--- config.mk ---
export PLATFORM = sky130hd
export DESIGN_NAME = chtg_queue
export DESIGN_NICKNAME = d
export VERILOG_FILES = /design/src/chtg_pkg.sv /design/src/chtg_queue.sv
export SDC_FILE = /design/constraint.sdc
export NUM_CORES = 1
export LEC_CHECK = 0
export BUFFER_PORTS_ARGS = -buffer_cell sky130_fd_sc_hd__buf_4
export CAP_MARGIN = 20
export CORE_MARGIN = 4
export CORE_UTILIZATION = 55
export CTS_BUF_LIST = sky130_fd_sc_hd__clkbuf_16
export CTS_CLUSTER_DIAMETER = 200
export CTS_CLUSTER_SIZE = 14
export DETAILED_ROUTE_END_ITERATION = 16
export PLACE_DENSITY = 0.83
export SYNTH_ARGS = -nofsm -noshare
export SYNTH_HDL_FRONTEND = slang
export SYNTH_SLANG_ARGS = --single-unit
--- constraint.sdc ---
create_clock -name clk -period 7.3 [get_ports clk]
set_clock_uncertainty 0.05 [all_clocks]
set_input_delay 0.365 -clock clk [delete_from_list [all_inputs] [get_ports clk]]
set_output_delay 0.365 -clock clk [all_outputs]
set_load 0.1 [all_outputs]
--- src/chtg_pkg.sv ---
`timescale 1ns / 1ps
// ----------------------------------------------------------------------------
// chtg_pkg
// shared types, constants and the quarter wave sine polynomial
// ----------------------------------------------------------------------------
package chtg_pkg;

  localparam int SINE_TABLE_DEPTH_DEFAULT = 256;
  localparam int POS_FRAC_BITS_DEFAULT    = 4;

  localparam int Q14_ONE   = 16384;
  localparam int FRAC_FORE = 42598;
  localparam int FRAC_AFT  = 22938;

  localparam logic [31:0] WHITE_RGBA = 32'hFFFF_FFFF;
  localparam logic [9:0]  UNIT_SCALE = 10'd256;

  // configuration register indexes
  localparam logic [2:0] REG_VIEW_WIDTH  = 3'd0;
  localparam logic [2:0] REG_VIEW_HEIGHT = 3'd1;
  localparam logic [2:0] REG_CULL_MARGIN = 3'd2;
  localparam logic [2:0] REG_MARKER_LEN  = 3'd3;
  localparam logic [2:0] REG_MARKER_HW   = 3'd4;
  localparam logic [2:0] REG_OUTLINE     = 3'd5;
  localparam logic [2:0] REG_NORMAL_COL  = 3'd6;
  localparam logic [2:0] REG_ALERT_COL   = 3'd7;

  // draw groups
  localparam logic [1:0] GRP_NORMAL   = 2'd0;
  localparam logic [1:0] GRP_ALERT    = 2'd1;
  localparam logic [1:0] GRP_OUTLINE  = 2'd2;
  localparam logic [1:0] GRP_SEL_BODY = 2'd3;

  // arrowhead points
  localparam logic [1:0] PT_NOSE  = 2'd0;
  localparam logic [1:0] PT_LEFT  = 2'd1;
  localparam logic [1:0] PT_RIGHT = 2'd2;

  // classified marker, front to back
  typedef struct packed {
    logic signed [15:0] cx;
    logic signed [15:0] cy;
    logic signed [15:0] sn;
    logic signed [15:0] cs;
    logic               alert;
    logic               selected;
  } chtg_item_t;

  // per vertex data carried down the vertex pipeline
  typedef struct packed {
    logic signed [15:0] cx;
    logic signed [15:0] cy;
    logic signed [15:0] sn;
    logic signed [15:0] cs;
    logic [31:0]        color;
    logic [1:0]         group;
    logic               last;
    logic [1:0]         pt;
  } chtg_side_t;

  // q14 sine on the quarter wave, only ever called with constant arguments
  function automatic logic [14:0] quarter_sine(longint x);
    longint x2;
    longint t;
    x2 = (x * x) >>> 14;
    t  = (longint'(1160) * x2) >>> 14;
    t  = longint'(10512) - t;
    t  = (t * x2) >>> 14;
    t  = longint'(25736) - t;
    t  = (t * x) >>> 14;
    if (t < 0) t = 0;
    if (t > longint'(Q14_ONE)) t = longint'(Q14_ONE);
    return t[14:0];
  endfunction

endpackage

--- src/chtg_queue.sv ---
`timescale 1ns / 1ps
// ----------------------------------------------------------------------------
// chtg_queue
// two entry queue of classified markers
// ----------------------------------------------------------------------------
module chtg_queue (
  input  logic                 clk,
  input  logic                 rst,
  input  logic                 push,
  input  chtg_pkg::chtg_item_t push_item,
  output logic                 full,
  input  logic                 pop,
  output logic                 q_valid,
  output chtg_pkg::chtg_item_t q_item
);

  chtg_pkg::chtg_item_t mem [2];
  logic [1:0]           count;
  logic                 wr;
  logic                 rd;

  assign full    = (count == 2'd2);
  assign q_valid = (count != 2'd0);
  assign q_item  = mem[rd];

  always_ff @(posedge clk) begin
    if (rst) begin
      count <= 2'd0;
      wr    <= 1'b0;
      rd    <= 1'b0;
    end else begin
      if (push) wr <= ~wr;
      if (pop)  rd <= ~rd;
      count <= count + {1'b0, push} - {1'b0, pop};
    end
    if (push) mem[wr] <= push_item;
  end

`ifndef SYNTH
  a_no_overflow: assert property (@(posedge clk) disable iff (rst) push |-> !full || pop)
    else $error("queue push while full");
  a_no_underflow: assert property (@(posedge clk) disable iff (rst) pop |-> q_valid)
    else $error("queue pop while empty");
  a_count_range: assert property (@(posedge clk) disable iff (rst) count != 2'd3)
    else $error("queue count out of range");
`endif

endmodule

; ---- After elaboration in Yosys (flattened, before gate mapping)
; Memory sizes are Yosys's and may differ from the RTL's. A register that Yosys moved wholly into a read port is not among the register bits.
; Index checks and enable logic that the tools add are counted.
; Widths: inputs -> output; s select.
[totals]
reg_bits = 4
latch_bits = 0
ramBits = 132
rom_bits = 0
in_bits = 70
out_inout_bits = 68
elab_cells = 14
memories = 1
[memory_table]
columns = memory, depth, word_bits, rd, rd_ports_with_merged_regs, write_ports, line
row1 = mem, 2, 66, 1, 1, 1, chtg_queue.sv:17  ; chtg_pkg::chtg_item_t mem [2];
[classes]
addsub = 2
mul = 0
div_mod_pow = 0
magnitude_cmp = 0
n_eq_ne = 1
shifts = 0
muxes = 4
bitwise_logic = 2
n_reduce_logical = 1
[ops]
columns = op, count
row1 = $mux 1, 4
row2 = $add 2x1->2, 1
row3 = $eq 2x2->1 const B, 1
row4 = $not 1->1, 2
row5 = $reduce_bool 2->1, 1
row6 = $sub 2x1->2, 1

; ---- Depth between registers and ports, before layout
; Gate-level depths: netlist of the first run.
[logic_depth]
depth_word = 3
mapped_depth = 6
mapped_depth_nobuf = 6

; ---- Worst setup path after synthesis of the first run
; Ideal clock, no wire load.
[synth_path]
path_type = input port to flip-flop
from = in push
to = mem mem[0][0] (netlist bit) (enable)
setup_ns = 0.498
arrival_time_ns = 3.265
t_required_ns = 6.752
setup_slack_ns = 3.487
path_stages = 1
path_buffers = 0
cell_sequence = nor2b_1
[synth_via]
elab_chain_cells = 2
[synth_rtl]
columns = item, line
row1 = "start, declared", chtg_queue.sv:9  ; input logic push,
row2 = $mux 1, chtg_queue.sv:36  ; if (push) mem[wr] <= push_item;
row3 = $mux 1 (not written as such), chtg_queue.sv:36
row4 = "end, declared", chtg_queue.sv:17
; Every way passes these cells.

==> impl_metrics.csv, run 1 <==
group,metric,value,unit
status,status,"completed",
floorplan,initial_core_util,0.5619,
sta,setup_viol,0,
worst_setup_path,worstReg2RegStart,"wr",
routing,drcViolationCount,0,
sta,worst_pin_slew,1.106,ns
worst_setup_path,crit_slowest_cell,"dfxtp_4",
cells_and_area,areaGrowthSynthToFinish,33.16,%
floorplan,die-area,0.01096,mm²
placement,hpwl,5.598,mm
routing,drt_iter0_markers,115,
sta,fin_crit,2.587,ns
routing,wl_per_cell,17.60,µm
routing,vias,2543,
power,netSwitchingFraction,0.3112,
worst_setup_path,arrival,2.17,ns
worst_setup_path,cp-end-kind,"primary output",
worst_setup_path,cp_max_fo,66,
cts,path_clk_slew,0.06,ns
synthesis,synth_area,0.005142,mm²
synthesis,synth_top_area_share,0.7708,
synthesis,synth_cell_types,14,
cts,clockBufferDepth,2,
run,max_cap_violations,0,
worst_setup_path,critPathRequiredTime,6.88,ns
sta,fin_worst_hold_slack,0.09903,ns
synthesis,synth_seq_cells,137,
power,p_leak,2.695,nW
synthesis,synth_cells,226,
cts,cts_tree,"built",
worst_setup_path,worstSetupPathType,"reg2out",
power,power_frac_clock,0.360,
min_path,hold_class,"in2reg",
worst_setup_path,crit_path_max_incr_delay,1.04,ns
power,combPwrFrac,0.230,
global_route,grt_pass1_vias,2750,
power,p_switching,0.0007201,W
power,power.density_cell_area,337.9,mW/mm²
global_route,grt_max_degree,67,
floorplan,pin_count,138,
global_route,grt_pass1_wl,13.81,mm
synthesis,avgSynthCellArea,22.75,µm²
routing,wirelength,8.784,mm
cells_and_area,fin_nets,448,
sta,finalCritPeriodShare,0.3544,
cts,cts_setup_buffers,0,
cells_and_area,post_route_cells_drive_above_1_share,0.6082,
cts,cts_resized,0,
floorplan,die_w,104.7,µm
cts,cts-root-buf,"clkbuf_16",
sta,drv_slew,0,
floorplan,rows,35,
sta,maxSlewHeadroom,0.2625,
cells_and_area,n_antenna_cell,0,
global_route,grt_overflow_total,0,
global_route,grt.total_usage,0.1632,
cts,insertion_delay,0.39,ns
power,pwr-share-seq,0.410,
synthesis,synth_nets,298,
global_route,antenna_found_initial,0,
cts,postCtsHoldBufs,0,
floorplan,die-height,104.7,µm
synthesis,ys_top_cells_by_area,"edfxtp_1 (77%), mux2_4 (12%), mux2_2 (5.7%)",
routing,avgViaCountPerCell,5.096,
routing,ant_nets,0,
placement,place_congestion,0.6905,
synthesis,synth_top_cell_by_area,"edfxtp_1",
min_path,hold_start,"push_item[48]",
cts,clock-sinks,137,
floorplan,core-area,0.009153,mm²
worst_setup_path,crit_chain,"mux2_2 -> buf_4",
synthesis,ys_warn_count,0,
sta,tns,0,ns
power,internal_power,0.001594,W
placement,portBuffers,137,
sta,final_hold_viol_count,0,
sta,grt_setup_unrepaired,"no",
sta,max_freq,0.3865,GHz
cts,htree_levels,4,
routing,dr.pass1.iters,4,
worst_setup_path,startpoint_type,"flop",
power,irDropWorstVdd,0.2220,mV
synthesis,seq_area_frac_synth,0.7903,
cts,numCtsBuffers,17,
==> metal layers <==
metal / track usage / wire (µm) / up-vias
li1: - / - / 1187
met1: 0.2016 / 3671 / 1245
met2: 0.2625 / 4284 / 101
met3: 0.06485 / 716 / 10
met4: 0.05811 / 112 / 0
met5: 0 / 0 / -
==> kinds of logic after synthesis <==
| group | after synthesis | share of synthesized area |
|---|---|---|
| fa+ha+maj | 2 | 0.004865 |
| mux | 66 | 0.1737 |
| simple gates | 9 | 0.009004 |
| buf+inv | 9 | 0.01436 |
| xor+xnor | 3 | 0.007786 |
| flops | 137 | 0.7903 |
==> power by group through the flow <==
stage          Combinational (W)  Sequential, W  Clock, W
6_report                0.000532       0.000949  0.000833
5_1_grt                 0.000548       0.000955  0.000883
4_1_cts                 0.000536       0.000951  0.000845
3_5_place_dp            0.000534       0.000966         0
3_3_place_gp            0.000530       0.000963         0
2_1_floorplan           0.000439       0.000947         0
==> cells in the final DEF (no fill, tap or decap), types with 2 or more instances in the layout <==
cell type,n
buf_4,138
edfxtp_1,132
mux2_4,40
mux2_2,26
clkbuf_16,17
nor2_1,4
dfxtp_1,4
inv_1,3
bufinv_16,3
clkinv_2,3
nor2b_1,2
xnor2_1,2
ha_1,2
clkinv_1,2
clkinv_4,2
clkinvlp_4,2
==> through the flow <==
stage | util | setup slack [ns] | std cells | instance area [µm²] | total power [W]
final | 0.7482 | 4.713 | 499 | 6848 | 0.002314
after global placement | 0.6845 | 5.094 | 468 | 6265 | 0.001493
after global routing | 0.7482 | 4.617 | 499 | 6848 | 0.002386
after CTS | 0.7482 | 4.676 | 499 | 6848 | 0.002331
after floorplan | - | 3.487 | 226 | 5142 | 0.001386
after detailed placement | 0.6845 | 5.070 | 468 | 6265 | 0.001501
==> cells in the mapped netlist <==
cell type / instances
nor2b_1: 3
edfxtp_1: 132
xnor2_1: 2
buf_6: 5
buf_2: 2
or2_2: 1
nor2_1: 4
and2_1: 1
inv_1: 2
mux2_4: 40
ha_1: 2
dfxtp_1: 5
xnor3_1: 1
mux2_2: 26
==> final cells by class <==
cell class	instances	area, µm²
fillers	557	2305
clock buffers	17	425.4
clock inverters	14	157.7
inverters	2	7.507
well taps	111	138.9
repair buffers	138	1036
flip-flops and latches	137	4068
multi-input cells	80	1015
==> worst paths after layout <==
check               endpoint  slack (ns)  cells past startpoint
setup / recovery   q_item[1]        4.71                      2
setup reg to reg  mem[0][62]        5.31                      2
hold reg to reg           rd        0.46                      2
hold / removal    mem[1][48]         0.1                      1
==> flip-flops by register name, indices dropped and copies added (netlist names), named ones only <==
register  cells
count         2
wr            1
rd            1
mem         132
==> critical path, delay by kind of cell (launching register included) <==
| family | cells | cell delay [ns] |
|---|---|---|
| buffers and inverters | 1 | 0.23 |
| muxes | 1 | 0.43 |
| DFF | 1 | 1.04 |
(Power assumes the default switching activity.)
==> run 2: changes to the inputs <==
--- a/config.mk
+++ b/config.mk
@@ -8,12 +8,12 @@
 export BUFFER_PORTS_ARGS = -buffer_cell sky130_fd_sc_hd__buf_4
 export CAP_MARGIN = 20
 export CORE_MARGIN = 4
-export CORE_UTILIZATION = 55
+export CORE_UTILIZATION = 52
 export CTS_BUF_LIST = sky130_fd_sc_hd__clkbuf_16
 export CTS_CLUSTER_DIAMETER = 200
 export CTS_CLUSTER_SIZE = 14
 export DETAILED_ROUTE_END_ITERATION = 16
-export PLACE_DENSITY = 0.83
+export PLACE_DENSITY = 0.79
 export SYNTH_ARGS = -nofsm -noshare
 export SYNTH_HDL_FRONTEND = slang
 export SYNTH_SLANG_ARGS = --single-unit
==> constraint.sdc (replaced) <==
create_clock -name clk -period 2.6 [get_ports clk]
set_clock_uncertainty 0.05 [all_clocks]
set_input_delay 0.13 -clock clk [delete_from_list [all_inputs] [get_ports clk]]
set_output_delay 0.13 -clock clk [all_outputs]
set_load 0.1 [all_outputs]
==> impl_metrics.csv, run 2 (synthesis gave the netlist of run 1 again) <==
group,metric,value,unit
status,status,"completed",
routing,drt_iter0_markers,117,
global_route,grt_overflow_total,0,
global_route,grt_pass1_wl,16.34,mm
worst_setup_path,crit_slowest_cell,"dfxtp_4",
cts,clockBufferDepth,2,
power,p_total,0.006801,W
power,pwr-share-seq,0.388,
cts,htree_levels,4,
cts,path_clk_slew,0.06,ns
placement,place_congestion,0.6806,
routing,wl_per_cell,17.63,µm
routing,avgViaCountPerCell,4.820,
sta,tns,0,ns
cells_and_area,largest_reg_flops,132,
sta,setup_viol,0,
global_route,grt_max_degree,44,
cells_and_area,final_cell_mix,"buf_4 (139), edfxtp_1 (132), dlygate4sd3_1 (69)",
power,irDropWorstVdd,0.6771,mV
cts,clock-sinks,137,
cells_and_area,fin_nets,521,
cts,cts_tree,"built",
sta,drv_slew,0,
placement,hpwl,5.891,mm
floorplan,rows,36,
global_route,grt.met1_usage,0.2189,
routing,wirelength,10.49,mm
global_route,use_met2,0.3280,
sta,fin_worst_hold_slack,0.04045,ns
cells_and_area,fillerInstances,516,
power,p_switching,0.002054,W
sta,finalCritPeriodShare,0.8363,
cells_and_area,areaGrowthSynthToFinish,49.42,%
cells_and_area,final_common_cell,"buf_4",
floorplan,die-area,0.01154,mm²
power,power.density_cell_area,885.1,mW/mm²
sta,fin_crit,2.174,ns
worst_setup_path,startpoint_type,"flop",
worst_setup_path,cp-end-kind,"primary output",
cts,insertion_delay,0.40,ns
routing,vias,2868,
global_route,grt.met3_usage,0.06719,
global_route,grt.total_usage,0.1911,
floorplan,pin_count,138,
sta,maxSlewHeadroom,0.6891,
worst_setup_path,crit_path_max_incr_delay,0.65,ns
worst_setup_path,worstSetupPathType,"reg2out",
cells_and_area,post_route_cells_drive_above_1_share,0.5249,
cts,cts_resized,0,
sta,worst_pin_slew,0.4664,ns
worst_setup_path,cp_max_fo,28,
sta,grt_setup_unrepaired,"no",
global_route,grt.busiest_layer,"met2",
worst_setup_path,critPathRequiredTime,2.42,ns
sta,final_hold_viol_count,0,
power,combPwrFrac,0.240,
floorplan,die_w,107.4,µm
placement,portBuffers,137,
global_route,grt_pass1_vias,3162,
power,p_leak,3.033,nW
min_path,hold_class,"in2reg",
worst_setup_path,arrival,1.99,ns
power,power_frac_clock,0.372,
global_route,antenna_found_initial,1,
routing,drcViolationCount,0,
power,internal_power,0.004747,W
worst_setup_path,cpMostUsedCell,"buf_4",
cts,cts-root-buf,"clkbuf_16",
routing,ant_nets,0,
floorplan,die-height,107.4,µm
power,netSwitchingFraction,0.3021,
routing,dr.pass1.iters,4,
floorplan,initial_core_util,0.5310,
cells_and_area,largest_registers,"mem: 132 flops, count: 2 flops",
worst_setup_path,crit_chain,"buf_4 -> mux2_2 -> buf_4",
floorplan,core-area,0.009684,mm²
sta,max_freq,0.4599,GHz
cts,numCtsBuffers,17,
cells_and_area,top_register,"mem",
run,max_cap_violations,0,
[run 2: changes by cell type in the layout (fill, tap and decap cells not counted), sizes merged]
cell         delta
dlygate4sd3    +69
buf             +4
bufinv          +2
inv             -2
clkinv          -1
clkinvlp        +1
diode           +1
[run 2: area by class of cell]
| type | count | area (µm²) | area share |
|---|---|---|---|
| clock inverters | 14 | 205.2 | 0.02671 |
| inverters | 2 | 7.507 | 0.0009770 |
| repair buffers | 211 | 1794 | 0.2335 |
| multi-input cells | 80 | 1015 | 0.1321 |
| well taps | 133 | 166.4 | 0.02166 |
| flip-flops and latches | 137 | 4068 | 0.5294 |
| clock buffers | 17 | 425.4 | 0.05537 |
| diodes | 1 | 2.502 | 0.0003257 |
[run 2: layer usage]
metal	up-vias	wire, µm
met4	0	214
met5	-	0
met2	119	5384
li1	1342	-
met1	1385	4165
met3	22	728
[run 2: power groups by stage]
stage | registers [W] | clock network [W] | logic (W)
floorplan | 0.00266 | 0 | 0.00123
global placement | 0.00267 | 0 | 0.00153
detailed placement | 0.00268 | 0 | 0.00154
CTS | 0.00264 | 0.00258 | 0.00163
global route | 0.00265 | 0.00269 | 0.00169
finish | 0.00264 | 0.00253 | 0.00163
[run 2: final timing paths]
kind                                   end  slack [ns]  cells after the start  from
worst max-delay path            q_item[12]        0.43                      3  flop
worst min-delay path              count[0]        0.04                      3  push
worst max register to register  mem[1][39]        1.11                      2    wr
worst min register to register          rd        0.51                      2    rd
[run 2: timing repair]
| action | CTS | global route |
|---|---|---|
| hold buffers | 69 | 0 |
| hold endpoints to repair | 137 | 0 |
| buffers inserted | 0 | 0 |
[run 2: metrics by stage]
step	util	cells	instance area [µm²]	setup WS, ns
6_report	0.7934	595	7684	0.4256
5_1_grt	0.7934	595	7684	0.3661
4_1_cts	0.7932	594	7681	0.3887
3_5_place_dp	0.6567	494	6360	0.8345
3_3_place_gp	0.6567	494	6360	0.8466
2_1_floorplan	-	226	5145	0.06996
[run 2: critical path: cells and delay by family (launching register included)]
family   cells  cell delay, ns
flops        1            0.65
mux          1            0.37
buf+inv      2            0.55
==> run 3: changes to the inputs <==
--- a/config.mk
+++ b/config.mk
@@ -8,12 +8,12 @@
 export BUFFER_PORTS_ARGS = -buffer_cell sky130_fd_sc_hd__buf_4
 export CAP_MARGIN = 20
 export CORE_MARGIN = 4
-export CORE_UTILIZATION = 52
+export CORE_UTILIZATION = 47
 export CTS_BUF_LIST = sky130_fd_sc_hd__clkbuf_16
 export CTS_CLUSTER_DIAMETER = 200
 export CTS_CLUSTER_SIZE = 14
 export DETAILED_ROUTE_END_ITERATION = 16
-export PLACE_DENSITY = 0.79
+export PLACE_DENSITY = 0.75
 export SYNTH_ARGS = -nofsm -noshare
 export SYNTH_HDL_FRONTEND = slang
 export SYNTH_SLANG_ARGS = --single-unit
==> constraint.sdc (replaced) <==
create_clock -name clk -period 1.9 [get_ports clk]
set_clock_uncertainty 0.05 [all_clocks]
set_input_delay 0.095 -clock clk [delete_from_list [all_inputs] [get_ports clk]]
set_output_delay 0.095 -clock clk [all_outputs]
set_load 0.1 [all_outputs]
==> impl_metrics.csv, run 3 (synthesis gave the netlist of run 1 again) <==
group,metric,value,unit
sta,fin_crit,1.838,ns
global_route,grt_max_degree,48,
sta,max_freq,0.5442,GHz
power,power_frac_clock,0.321,
floorplan,pin_count,138,
cells_and_area,post_route_cells_drive_above_1_share,0.5245,
placement,place_congestion,0.7092,
sta,final_hold_viol_count,0,
worst_setup_path,cp-end-kind,"primary output",
cts,clockBufferDepth,2,
power,pwr-share-seq,0.415,
status,status,"completed",
floorplan,die-height,112.6,µm
sta,grt_setup_unrepaired,"no",
sta,setup_viol,0,
worst_setup_path,crit_slowest_cell,"dfxtp_4",
routing,drcViolationCount,0,
global_route,antenna_found_initial,0,
cells_and_area,regArea,0.004068,mm²
cells_and_area,final_cell_mix,"buf_4 (141), edfxtp_1 (132), dlygate4sd3_1 (70)",
run,max_cap_violations,0,
worst_setup_path,crit_path_max_incr_delay,0.49,ns
cts,cts_tree,"built",
power,power.density_cell_area,1131,mW/mm²
cts,cts-root-buf,"clkbuf_16",
cts,htree_levels,4,
cells_and_area,areaGrowthSynthToFinish,48.88,%
power,p_switching,0.002809,W
power,netSwitchingFraction,0.3243,
cells_and_area,largest_registers,"mem: 132 flops, count: 2 flops",
sta,finalCritPeriodShare,0.9672,
cells_and_area,n_antenna_cell,0,
cells_and_area,fin_nets,528,
worst_setup_path,cp_max_fo,11,
cells_and_area,final_common_cell,"buf_4",
power,p_total,0.008660,W
routing,avgViaCountPerCell,4.785,
worst_setup_path,startpoint_type,"flop",
cts,path_clk_slew,0.06,ns
cts,numCtsBuffers,17,
power,p_leak,3.016,nW
routing,drt_iter0_markers,121,
global_route,grt_overflow_total,0,
worst_setup_path,arrival,1.69,ns
cells_and_area,top_register,"mem",
routing,vias,2895,
min_path,hold_class,"in2reg",
placement,hpwl,6.193,mm
cells_and_area,final_core_util,0.7285,
global_route,grt_pass1_wl,16.37,mm
sta,maxSlewHeadroom,0.7869,
worst_setup_path,crit_family,"flip-flops",
global_route,grt.total_usage,0.1674,
floorplan,die-area,0.01268,mm²
routing,wl_per_cell,16.94,µm
power,irDropWorstVdd,0.6965,mV
worst_setup_path,critPathRequiredTime,1.75,ns
cells_and_area,largest_reg_flops,132,
sta,drv_slew,0,
power,internal_power,0.005851,W
floorplan,rows,37,
cells_and_area,multi_input_area,0.001015,mm²
floorplan,die_w,112.6,µm
worst_setup_path,worstSetupPathType,"reg2out",
floorplan,core-area,0.01051,mm²
cts,insertion_delay,0.40,ns
worst_setup_path,critPathBufInv,2,
sta,worst_pin_slew,0.3196,ns
routing,ant_nets,0,
cells_and_area,fillerInstances,645,
cts,clock-sinks,137,
global_route,grt_pass1_vias,3318,
routing,wirelength,10.25,mm
power,combPwrFrac,0.264,
routing,dr.pass1.iters,4,
placement,portBuffers,137,
worst_setup_path,crit_chain,"buf_6 -> mux2_2 -> buf_4",
floorplan,initial_core_util,0.4893,
run 3: cell types whose count changed in the layout (fill, tap and decap cells not counted), moves of 2 or more:
cell / delta
bufinv_16: -5
clkinvlp_4: +3
buf_12: +2
buf_4: +2
buf_6: +2
clkinv_1: +2
run 3: per-stage QoR:
step / setup WS, ns / instance area, µm² / setup TNS [ns] / cells / hold WS (ns)
2_1_floorplan: 0.05666 / 5151 / 0 / 226 / 0.1166
3_3_place_gp: 0.3542 / 6426 / 0 / 502 / 0.2295
3_5_place_dp: 0.3290 / 6426 / 0 / 502 / 0.2324
4_1_cts: -0.002545 / 7652 / -0.002640 / 605 / 0.3490
5_1_grt: 0.003226 / 7656 / 0 / 605 / 0.3582
6_report: 0.06229 / 7656 / 0 / 605 / 0.3715
run 3: power groups by stage:
stage / combinational, W / clock, W / sequential, W
floorplan: 0.00169 / 0 / 0.00363
global placement: 0.00213 / 0 / 0.00365
detailed placement: 0.00215 / 0 / 0.00366
CTS: 0.00229 / 0.00284 / 0.00359
global route: 0.00236 / 0.00301 / 0.00361
finish: 0.00228 / 0.00278 / 0.00359
run 3: final timing paths:
path | start | to | slack (ns) | depth (start not counted)
setup / recovery | flop | q_item[16] | 0.06 | 3
hold / removal | push_item[13] | mem[0][13] | 0.37 | 2
setup reg to reg | wr | mem[1][64] | 0.51 | 2
hold reg to reg | rd | rd | 0.48 | 2
run 3: area by class of cell:
type                    count  share of cell area
clock buffers              17             0.05556
multi-input cells          80              0.1325
clock inverters            15             0.01160
inverters                   2           0.0009806
well taps                 136             0.02223
flip-flops and latches    137              0.5313
repair buffers            218              0.2458
run 3: repair_timing:
| item | CTS | global route |
|---|---|---|
| resized for setup | 1 | 1 |
| endpoints found under the setup margin | 43 | 10 |
| hold endpoints to repair | 137 | 0 |
| setup buffers | 1 | 0 |
| hold buffers | 70 | 0 |
run 3: layer usage:
layer / track usage / share of wire / vias up
met5: 0 / 0 / -
met4: 0.07532 / 0.024 / 0
met3: 0.05283 / 0.066 / 21
met2: 0.2887 / 0.51 / 116
met1: 0.1903 / 0.40 / 1406
li1: - / - / 1352
